`src/rtl/ps2_scancode_decoder_defines.svh`:
```
// Assertion macros for the PS/2 scan code decoder.
`ifndef PS2_SCANCODE_DECODER_DEFINES_SVH
`define PS2_SCANCODE_DECODER_DEFINES_SVH

`ifndef SYNTH
`define PS2SD_ASSERT_IMPL(label, clk, rst, ante, cons) \
  label: assert property (@(posedge clk) disable iff (rst) (ante) |-> (cons)) \
    else $error("ps2 decoder: same-cycle check failed");
`define PS2SD_ASSERT_NEXT(label, clk, rst, ante, cons) \
  label: assert property (@(posedge clk) disable iff (rst) (ante) |=> (cons)) \
    else $error("ps2 decoder: next-cycle check failed");
`else
`define PS2SD_ASSERT_IMPL(label, clk, rst, ante, cons)
`define PS2SD_ASSERT_NEXT(label, clk, rst, ante, cons)
`endif

`endif

```
`src/rtl/ps2sd_pkg.sv`:
```
package ps2sd_pkg;

  // item operations
  localparam logic OP_DECODE = 1'b0;
  localparam logic OP_WRITE  = 1'b1;

  // result kinds
  localparam logic [1:0] KIND_NONE  = 2'd0;
  localparam logic [1:0] KIND_CHAR  = 2'd1;
  localparam logic [1:0] KIND_FOCUS = 2'd2;

  // translation tables
  localparam logic [1:0] TBL_UNSHIFTED = 2'd0;
  localparam logic [1:0] TBL_SHIFTED   = 2'd1;
  localparam logic [1:0] TBL_CONTROL   = 2'd2;
  localparam logic [1:0] TBL_EXTENDED  = 2'd3;

  // scan codes, set 2
  localparam logic [7:0] CODE_RELEASE = 8'hF0;
  localparam logic [7:0] CODE_EXTEND  = 8'hE0;
  localparam logic [7:0] CODE_CTRL    = 8'h14;
  localparam logic [7:0] CODE_RSHIFT  = 8'h59;
  localparam logic [7:0] CODE_NUMLOCK = 8'h77;
  localparam logic [7:0] CODE_SCROLL  = 8'h7E;
  localparam logic [7:0] CODE_CAPS    = 8'h58;
  localparam logic [7:0] CODE_ALT     = 8'h11;
  localparam logic [7:0] CODE_TAB     = 8'h0D;

  // modifier byte bit positions
  localparam int unsigned MOD_SHIFT  = 0;
  localparam int unsigned MOD_ALT    = 1;
  localparam int unsigned MOD_CTRL   = 2;
  localparam int unsigned MOD_NUM    = 4;
  localparam int unsigned MOD_CAPS   = 5;
  localparam int unsigned MOD_SCROLL = 6;
  localparam int unsigned MOD_EXT    = 7;

  localparam int unsigned TBL_ADDR_W = 10;

  typedef struct packed {
    logic       rel_flag;
    logic [7:0] mod_state;
  } key_state_t;

  typedef struct packed {
    key_state_t state;
    logic [1:0] kind;
    logic [1:0] tbl;
  } dec_result_t;

endpackage

```
`src/rtl/ps2sd_decode.sv`:
```
// Next key state, result kind and table choice for one item.
module ps2sd_decode (
  input  logic                 opcode,
  input  logic [7:0]           scan_code,
  input  ps2sd_pkg::key_state_t cur,
  output ps2sd_pkg::dec_result_t res
);

  always_comb begin
    res.state = cur;
    res.kind  = ps2sd_pkg::KIND_NONE;
    res.tbl   = ps2sd_pkg::TBL_UNSHIFTED;
    if (opcode == ps2sd_pkg::OP_DECODE) begin
      case (scan_code)
        ps2sd_pkg::CODE_RELEASE: begin
          res.state.rel_flag = 1'b1;
        end
        ps2sd_pkg::CODE_EXTEND: begin
          res.state.mod_state[ps2sd_pkg::MOD_EXT] = 1'b1;
        end
        ps2sd_pkg::CODE_CTRL: begin
          res.state.mod_state[ps2sd_pkg::MOD_CTRL] = ~cur.rel_flag;
          res.state.rel_flag = 1'b0;
        end
        ps2sd_pkg::CODE_RSHIFT: begin
          res.state.mod_state[ps2sd_pkg::MOD_SHIFT] = ~cur.rel_flag;
          res.state.rel_flag = 1'b0;
        end
        ps2sd_pkg::CODE_ALT: begin
          res.state.mod_state[ps2sd_pkg::MOD_ALT] = ~cur.rel_flag;
          res.state.rel_flag = 1'b0;
        end
        // lock keys toggle and leave a pending release alone
        ps2sd_pkg::CODE_NUMLOCK: begin
          res.state.mod_state[ps2sd_pkg::MOD_NUM] = ~cur.mod_state[ps2sd_pkg::MOD_NUM];
        end
        ps2sd_pkg::CODE_CAPS: begin
          res.state.mod_state[ps2sd_pkg::MOD_CAPS] = ~cur.mod_state[ps2sd_pkg::MOD_CAPS];
        end
        ps2sd_pkg::CODE_SCROLL: begin
          res.state.mod_state[ps2sd_pkg::MOD_SCROLL] =
            ~cur.mod_state[ps2sd_pkg::MOD_SCROLL];
        end
        default: begin
          if (scan_code == ps2sd_pkg::CODE_TAB && cur.mod_state[ps2sd_pkg::MOD_ALT] &&
              !cur.rel_flag) begin
            res.kind = ps2sd_pkg::KIND_FOCUS;
          end else if (cur.rel_flag) begin
            // ordinary release: extended bit is kept
            res.state.rel_flag = 1'b0;
          end else begin
            res.kind = ps2sd_pkg::KIND_CHAR;
            if (cur.mod_state[ps2sd_pkg::MOD_EXT]) begin
              res.state.mod_state[ps2sd_pkg::MOD_EXT] = 1'b0;
              res.tbl = ps2sd_pkg::TBL_EXTENDED;
            end else if (cur.mod_state[ps2sd_pkg::MOD_CTRL]) begin
              res.tbl = ps2sd_pkg::TBL_CONTROL;
            end else if (cur.mod_state[ps2sd_pkg::MOD_SHIFT]) begin
              res.tbl = ps2sd_pkg::TBL_SHIFTED;
            end else begin
              res.tbl = ps2sd_pkg::TBL_UNSHIFTED;
            end
          end
        end
      endcase
    end
  end

endmodule

```
`config.mk`:
```
export PLATFORM = sky130hd
export DESIGN_NAME = ps2sd_decode
export DESIGN_NICKNAME = d
export VERILOG_FILES = /design/src/rtl/ps2_scancode_decoder_defines.svh /design/src/rtl/ps2sd_pkg.sv /design/src/rtl/ps2sd_decode.sv
export SDC_FILE = /design/constraint.sdc
export NUM_CORES = 1
export LEC_CHECK = 0
export ABC_AREA = 1
export BUFFER_PORTS_ARGS = -buffer_cell sky130_fd_sc_hd__buf_2
export CAP_MARGIN = 20
export CORE_AREA = 2 2 39 41
export DETAILED_ROUTE_END_ITERATION = 10
export DIE_AREA = 0 0 41 43
export GPL_TIMING_DRIVEN = 1
export PLACE_DENSITY = 0.83
export RECOVER_POWER = 25
export SETUP_SLACK_MARGIN = 0.05
export SLEW_MARGIN = 20
export SYNTH_ARGS = -nofsm -noshare
export SYNTH_HDL_FRONTEND = slang
export SYNTH_SLANG_ARGS = --single-unit
```
`constraint.sdc`:
```
create_clock -name vclk -period 2.1
set_input_delay 0.21 -clock vclk [all_inputs]
set_output_delay 0.21 -clock vclk [all_outputs]
set_load 0.05 [all_outputs]
```
==> impl_metrics.yaml, run 1 <==
min_path:
  hold_end: "res[7]"
  min-delay-start: "cur[3]"
  whs_path_depth: 0
  hp-class: "input pin to output pin"
floorplan:
  die_area_um2: 1763
  die_x_um: 41
  ios: 31
  core_area_um2: 1384
  start_util: 0.3951
  fp.dieH_um: 43
  rows: 14
placed_design:
  port_buffers: 29
  placed_cells: 147
  gp_congestion: 0.8519
  hpwl_mm: 1.193
cells_and_area:
  utilization: 0.5045
  drive_above_1_share: 0.4351
  nClkBuffers: 0
  seq_cells: 0
  final-seq-area_um2: 0
  nNetsFinal: 151
  syn_to_final_growth_pct: 27.69
  multi_input_area_um2: 456.7
  final_cells: 147
  nFillCells: 148
  diodes: 0
setup_path:
  slowest_delay_ps: 490
  cp.arrival_ps: 1420
  cpMaxStageDelayCell: "clkbuf_1"
  critPathKind: "input pin to output pin"
  start_kind: "input pin"
  crit_buf_inv: 3
  critical_path.top_delay_family: "buffers and inverters"
  path_cells: "buf_2, inv_2, nand2_4, nor2_4, nand2_2, o31ai_1, clkbuf_1"
  crit_fanout: 4
  critPathCaptureType: "output pin"
  required_ps: 1890
pwr:
  vdd_drop_max_uv: 140.4
  p_seq_frac: 0
  power_density_nw_per_um2: 194.7
  comb_power_share: 1.000
  switchingPower_uw: 97.15
  power.internal_uw: 38.77
  swShare: 0.7147
  pwr-share-clk: 0
  power.leakage_nw: 0.4465
yosys:
  yosys.area_share.xor_xnor: 0.04805
  synth_top_cells_by_count: "nor2_1 (19), nand2_1 (18), inv_1 (16)"
  synth_cell_types: 21
  syn_area_um2: 546.8
  synthAdderAreaFrac: 0
  synth_area_leader_cell: "nor2_1"
  ys.warnings.count: 0
  ys_top_cells_by_area: "nor2_1 (13%), nand2_2 (13%), nand2_1 (12%), inv_1 (11%), nand2_4 (6.2%)"
  yosys.cell_count.top_type: "nor2_1"
  synth_nets: 122
  synth_compound_area_frac: 0.1076
  yosys.area_share.simple: 0.6796
  avgSynthCellArea_um2: 5.257
  synthMuxAreaShare: 0
  syn_inst: 104
  synth_top_family_by_area: "simple AND/OR/NAND/NOR gates"
  synth_top_area_frac: 0.1304
  ys_seq_area_frac: 0
drt:
  wl_per_cell_um: 9.061
  drt_wl_total_mm: 1.332
  route.detailed.drc: 0
  first_iter_violations: 15
  vias_per_cell: 4.694
  first_pass_iters: 4
  antenna_left: 0
  num_vias: 690
timing:
  grt_setup_unrepaired: "false"
  setup-violations-final: 0
  drv_slew: 0
  slew_headroom: 0.6078
  tns_ps: 0
  final.min_clock_period_ps: 1634
  timing.fmax_mhz: 611.9
  fin_crit_sh: 0.7783
  hold_ws_ps: 420.0
  worst-slew-pin-transition_ps: 590.8
  hold_viol_final: 0
cts:
  cts.repair.resized: 0
  cts_setup_buffers: 0
  holdBufCountCts: 0
flow_run:
  cap_viol_max_count: 0
global_route:
  track_usage: 0.1638
  grt_pass1_vias: 547
  gr-total-overflow: 0
  met1_usage: 0.2373
  grt_first_pass_wirelength_mm: 2.152
  use_met2: 0.2688
  grtUsageMet3: 0
  grt_antenna_before_repair: 0
  top_usage_layer: "met2"
  grt_max_degree: 12
run_status:
  status: "finished, final reports clean"
-- stage by stage --
stage	area (µm²)	worst slack [ps]	power, mW
after global routing	698.2	397.4	0.1471
after detailed placement	700.7	571.8	0.1365
after CTS	700.7	569.0	0.1367
final	698.2	465.7	0.1359
after global placement	700.7	646.5	0.1343
after floorplan	546.8	118.6	0.09993
-- per-layer routing --
| layer | vias to the layer above | share of wire |
|---|---|---|
| met1 | 304 | 0.44 |
| met2 | 15 | 0.51 |
| li1 | 371 | - |
| met3 | 0 | 0.044 |
| met5 | - | 0 |
| met4 | 0 | 0 |
-- cell usage in the layout (no fill, tap or decap), drive strengths merged, types with 2 or more instances in the layout --
cell type	Yosys	final
nor2	27	27
inv	21	21
clkbuf	1	2
nand4	2	2
nand3	6	6
buf	1	27
o21ai	3	3
o31ai	3	3
a21oi	2	2
xnor2	3	3
nand2	32	32
-- layout make-up --
class | count | area share
timing repair buffer | 29 | 0.2043
inverter | 21 | 0.1129
tap | 16 | 0.02867
multi-input combinational | 81 | 0.6541
-- power groups by stage --
stage	clock network [mW]	logic (mW)	registers, mW
2_1_floorplan	0	0.0999	0
3_3_place_gp	0	0.134	0
3_5_place_dp	0	0.136	0
4_1_cts	0	0.137	0
5_1_grt	0	0.147	0
6_report	0	0.136	0
-- how the worst max path moves through the flow --
stage / startpoint / to / slack [ps] / cells after the start
2_1_floorplan: scan_code[3] / res[6] / 120 / 5
3_3_place_gp: scan_code[2] / res[12] / 650 / 11
3_5_place_dp: scan_code[2] / res[11] / 570 / 11
4_1_cts: scan_code[2] / res[11] / 570 / 11
5_1_grt: scan_code[3] / res[11] / 400 / 11
6_report: scan_code[5] / res[5] / 470 / 7
-- kinds of logic (layout without fill, tap and decap cells) --
| kind of cell | count (synthesis) | after routing |
|---|---|---|
| AO/OA/AOI/OAI | 9 | 9 |
| XOR/XNOR | 3 | 3 |
| buffers and inverters | 23 | 50 |
| AND/OR/NAND/NOR | 69 | 69 |
(Power assumes the default switching activity.)
==> run 2, diff against run 1 <==
--- a/config.mk
+++ b/config.mk
@@ -12,7 +12,7 @@
 export DETAILED_ROUTE_END_ITERATION = 10
 export DIE_AREA = 0 0 41 43
 export GPL_TIMING_DRIVEN = 1
-export PLACE_DENSITY = 0.83
+export PLACE_DENSITY = 0.86
 export RECOVER_POWER = 25
 export SETUP_SLACK_MARGIN = 0.05
 export SLEW_MARGIN = 20
==> constraint.sdc (replaced) <==
create_clock -name vclk -period 1.5
set_input_delay 0.15 -clock vclk [all_inputs]
set_output_delay 0.15 -clock vclk [all_outputs]
set_load 0.05 [all_outputs]
==> run 2 against run 1 <==
Power is 46% higher. Final cell count stayed put. Combinational power rose by 46%. Setup slack lost 310 ps. Die area unchanged. Wire length rose by 2.9%. Non-clock buffer count did not move. Worst hold slack got worse by 120 ps. Highest routed layer is now met4. Final area up 4.7%. Global-route usage increased by 1.2 points. Via count increased by 0.29%.
==> impl_metrics.yaml, run 2 (synthesized netlist as in run 1, its figures left out) <==
run_status:
  status: "finished, final reports clean"
global_route:
  grtUsageMet3: 0.005236
  grt_max_degree: 12
  grt_pass1_vias: 564
  use_met2: 0.2906
  track_usage: 0.1758
  gr-total-overflow: 0
  met1_usage: 0.2437
  top_usage_layer: "met2"
  grt_first_pass_wirelength_mm: 2.290
  grt_antenna_before_repair: 0
setup_path:
  cp_common_cell: "nand2_2"
  critPathCaptureType: "output pin"
  required_ps: 1350
  cpMaxStageDelayCell: "clkbuf_4"
  slowest_delay_ps: 240
  crit_fanout: 4
  cp.arrival_ps: 1200
  crit_buf_inv: 3
  path_cells: "buf_2, inv_2, nand2_2, nor2_4, nand2_2, nand2_2, nor2_2, nand3_2, nor2_1, clkbuf_4"
  critical_path.top_delay_family: "simple AND/OR/NAND/NOR gates"
  start_kind: "input pin"
  critPathKind: "input pin to output pin"
timing:
  drv_slew: 0
  timing.fmax_mhz: 742.5
  fin_crit_sh: 0.8979
  final.min_clock_period_ps: 1347
  worst-slew-pin-transition_ps: 284.3
  grt_setup_unrepaired: "false"
  tns_ps: 0
  slew_headroom: 0.8113
  hold_ws_ps: 300.0
  setup-violations-final: 0
  hold_viol_final: 0
drt:
  num_vias: 692
  wl_per_cell_um: 9.327
  first_iter_violations: 7
  route.detailed.drc: 0
  antenna_left: 0
  first_pass_iters: 4
  drt_wl_total_mm: 1.371
  vias_per_cell: 4.707
pwr:
  swShare: 0.7000
  comb_power_share: 1.000
  vdd_drop_max_uv: 233.7
  power_density_nw_per_um2: 272.1
  power.leakage_nw: 0.4561
  power.internal_uw: 59.66
  p_seq_frac: 0
  switchingPower_uw: 139.2
  pwr-share-clk: 0
floorplan:
  die_x_um: 41
  die_area_um2: 1763
  start_util: 0.3951
  ios: 31
  rows: 14
  fp.dieH_um: 43
  core_area_um2: 1384
min_path:
  hp-class: "input pin to output pin"
cells_and_area:
  nNetsFinal: 151
  seq_cells: 0
  nClkBuffers: 0
  mostFrequentLayoutCell: "buf_2"
  final_cells: 147
  final-seq-area_um2: 0
  diodes: 0
  drive_above_1_share: 0.4809
  syn_to_final_growth_pct: 33.64
  final_cell_mix: "buf_2 (22), nand2_1 (18), nor2_1 (18), inv_1 (16), nand2_2 (11)"
cts:
  holdBufCountCts: 0
  cts_setup_buffers: 0
  cts.repair.resized: 0
placed_design:
  gp_congestion: 0.8573
  port_buffers: 29
  hpwl_mm: 1.239
  placed_cells: 147
flow_run:
  cap_viol_max_count: 0
[run 2: layout make-up]
class	instances	area, µm²
inverter	21	78.83
tap	16	20.02
multi-input combinational	81	474.2
fill	141	653.1
timing repair buffer	29	157.7
[run 2: routing by layer]
metal / up-vias / part of all wire
li1: 372 / -
met1: 303 / 0.42
met2: 15 / 0.53
met3: 2 / 0.035
met4: 0 / 0.014
met5: - / 0
[run 2: worst paths after layout]
check             cells past startpoint  endpoint  slack [ps]    startpoint
setup / recovery                     10    res[1]         150  scan_code[7]
hold / removal                        0    res[7]         300        cur[3]
[run 2: metrics by stage]
stage          power, mW    util  worst slack [ps]  instance area, µm²
2_1_floorplan     0.1426       -             37.05               561.8
3_3_place_gp      0.1910  0.5172             161.1               715.7
3_5_place_dp      0.1946  0.5172             75.09               715.7
4_1_cts           0.1949  0.5172             73.23               715.7
5_1_grt           0.2146  0.5280             57.23               730.7
6_report          0.1988  0.5280             153.1               730.7
[run 2: power groups by stage]
stage               Clock [mW]  Combinational [mW]  Sequential (mW)
global placement             0               0.191                0
floorplan                    0               0.143                0
finish                       0               0.199                0
CTS                          0               0.195                0
global route                 0               0.215                0
detailed placement           0               0.195                0
==> run 3, diff against run 2 <==
--- a/config.mk
+++ b/config.mk
@@ -5,16 +5,16 @@
 export SDC_FILE = /design/constraint.sdc
 export NUM_CORES = 1
 export LEC_CHECK = 0
-export ABC_AREA = 1
 export BUFFER_PORTS_ARGS = -buffer_cell sky130_fd_sc_hd__buf_2
 export CAP_MARGIN = 20
 export CORE_AREA = 2 2 39 41
 export DETAILED_ROUTE_END_ITERATION = 10
 export DIE_AREA = 0 0 41 43
 export GPL_TIMING_DRIVEN = 1
-export PLACE_DENSITY = 0.86
+export PLACE_DENSITY = 0.72
 export RECOVER_POWER = 25
 export SETUP_SLACK_MARGIN = 0.05
+export SKIP_LAST_GASP = 1
 export SLEW_MARGIN = 20
 export SYNTH_ARGS = -nofsm -noshare
 export SYNTH_HDL_FRONTEND = slang
==> run 3 against run 2 <==
The run now ends with setup timing left. Via count decreased by 11%. Final area increased by 37%. Clock-buffer cell count unchanged. Critical path depth decreased by 3. Final cell count decreased by 18%. Fmax decreased by 22%. First-iteration DRC count increased by 14%. Power increased by 42%. Synthesized cell count decreased by 49%. Die area unchanged.
==> impl_metrics.yaml, run 3 <==
run_status:
  status: "finished with violations"
  violations: "setup timing"
cells_and_area:
  final_cell_mix: "buf_4 (26), buf_2 (13), buf_6 (10), buf_8 (5)"
  syn_to_final_growth_pct: 165.2
  mostFrequentLayoutCell: "buf_4"
  drive_above_1_share: 0.7524
  final-seq-area_um2: 0
  diodes: 0
  design_area_um2: 1002
  nNetsFinal: 125
  seq_cells: 0
  nClkBuffers: 0
  final_cells: 121
placed_design:
  gp_congestion: 0.8004
  port_buffers: 29
  hpwl_mm: 1.122
  dpl-instance-area_um2: 777.0
  placed_cells: 116
global_route:
  track_usage: 0.1846
  grt_antenna_before_repair: 0
  gr-total-overflow: 0
  grt_first_pass_wirelength_mm: 2.366
  grt_max_degree: 7
  grt_pass1_vias: 591
timing:
  hold_viol_final: 0
  fin_crit_sh: 1.145
  hold_ws_ps: 300.5
  grt_setup_unrepaired: "true"
  timing.fmax_mhz: 582.1
  setup_slack_ps: -218.0
  setup-violations-final: 11
  drv_slew: 0
  slew_headroom: 0.7971
  worst-slew-pin-transition_ps: 304.0
  final.min_clock_period_ps: 1718
pwr:
  switchingPower_uw: 151.3
  power.internal_uw: 132.0
  power.leakage_nw: 0.4349
  power_density_nw_per_um2: 282.7
  swShare: 0.5340
  p_seq_frac: 0
  vdd_drop_max_uv: 156.4
  pwr-share-clk: 0
  comb_power_share: 1.000
setup_path:
  startpoint: "scan_code[7]"
  critPathKind: "input pin to output pin"
  critPathCaptureType: "output pin"
  cp.arrival_ps: 1570
  start_kind: "input pin"
  required_ps: 1350
  crit_fanout: 3
yosys:
  synth_cell_types: 30
  synth_area_leader_cell: "xor2_1"
  ys_top_cells_by_area: "xor2_1 (7.0%), clkbuf_16 (6.6%), nor3_1 (5.3%), nand2b_1 (5.0%), nand4b_1 (4.6%)"
  ys_seq_area_frac: 0
  synth_top_cells_by_count: "nand2_1 (4), nor2_1 (4), nor3_1 (4)"
  avgSynthCellArea_um2: 7.129
  synth_nets: 71
  syn_area_um2: 377.9
  syn_inst: 53
  ys.warnings.count: 0
  synth_top_area_frac: 0.06954
drt:
  wl_per_cell_um: 13.39
  first_iter_violations: 8
  vias_per_cell: 5.066
  antenna_left: 0
  route.detailed.drc: 0
  first_pass_iters: 3
  num_vias: 613
  drt_wl_total_mm: 1.620
floorplan:
  ios: 31
  die_area_um2: 1763
  die_x_um: 41
  rows: 14
  core_area_um2: 1384
  start_util: 0.2731
  fp.dieH_um: 43
min_path:
  min-delay-start: "cur[3]"
  hp-class: "input pin to output pin"
cts:
  holdBufCountCts: 0
flow_run:
  cap_viol_max_count: 0
[run 3: cell types whose count changed in the layout (fill, tap and decap cells not counted), moves of 9 or more]
| cell | change |
|---|---|
| buf_4 | +24 |
| buf_2 | -9 |
| nor2_1 | -15 |
| inv_1 | -14 |
| nand2_1 | -16 |
| buf_6 | +10 |
| nand2_2 | -9 |
[run 3: worst max-delay path: stages]
cell	delay, ps
buf_8	100
nor4b_4	320
nand2b_1	120
buf_4	150
nor4_4	270
mux2i_4	280
buf_6	170
[run 3: power by group through the flow]
stage / Sequential [mW] / Combinational [mW] / Clock (mW)
after floorplan: 0 / 0.142 / 0
after global placement: 0 / 0.217 / 0
after detailed placement: 0 / 0.221 / 0
after CTS: 0 / 0.269 / 0
after global routing: 0 / 0.298 / 0
final: 0 / 0.283 / 0
[run 3: worst paths after layout]
check                 to  slack [ps]  cells after the start
hold / removal    res[7]         300                      0
setup / recovery  res[5]        -220                      7
[run 3: final cells by class]
cell class / count / area (µm²)
multi-input combinational: 48 / 506.7
fill: 103 / 381.6
tap: 16 / 20.02
inverter: 2 / 7.507
timing repair buffer: 55 / 467.9
[run 3: logic make-up (layout without fill, tap and decap cells)]
group / Yosys count / after routing / synth area share
muxes: 1 / 1 / 0.02649
and+or+nand+nor: 30 / 30 / 0.4967
xor gates and xnor gates: 5 / 5 / 0.1159
buffers and inverters: 5 / 57 / 0.1358
AOI/OAI and AO/OA: 12 / 12 / 0.2251
[run 3: repair_timing]
item,in CTS,in global routing
setup endpoints to repair,11,11
resized for setup,39,11
pin swaps,8,4
setup buffers,5,0
[run 3: metal layers]
metal  global-route usage  vias up  wire length, µm
li1                     -      302                -
met4              0.04667        0               62
met2               0.3375       25              853
met5                    0        -                0
met1               0.2179      280              627
met3             0.005236        6               76
[run 3: metrics by stage]
stage	total power [mW]	setup slack, ps	TNS [ps]	utilization
after global placement	0.2170	-342.4	-2507	0.5615
final	0.2833	-218.0	-1314	0.7242
after CTS	0.2692	-253.3	-1366	0.6854
after global routing	0.2985	-341.7	-2244	0.7242
after detailed placement	0.2209	-367.0	-2670	0.5615
after floorplan	0.1418	-438.8	-1904	-
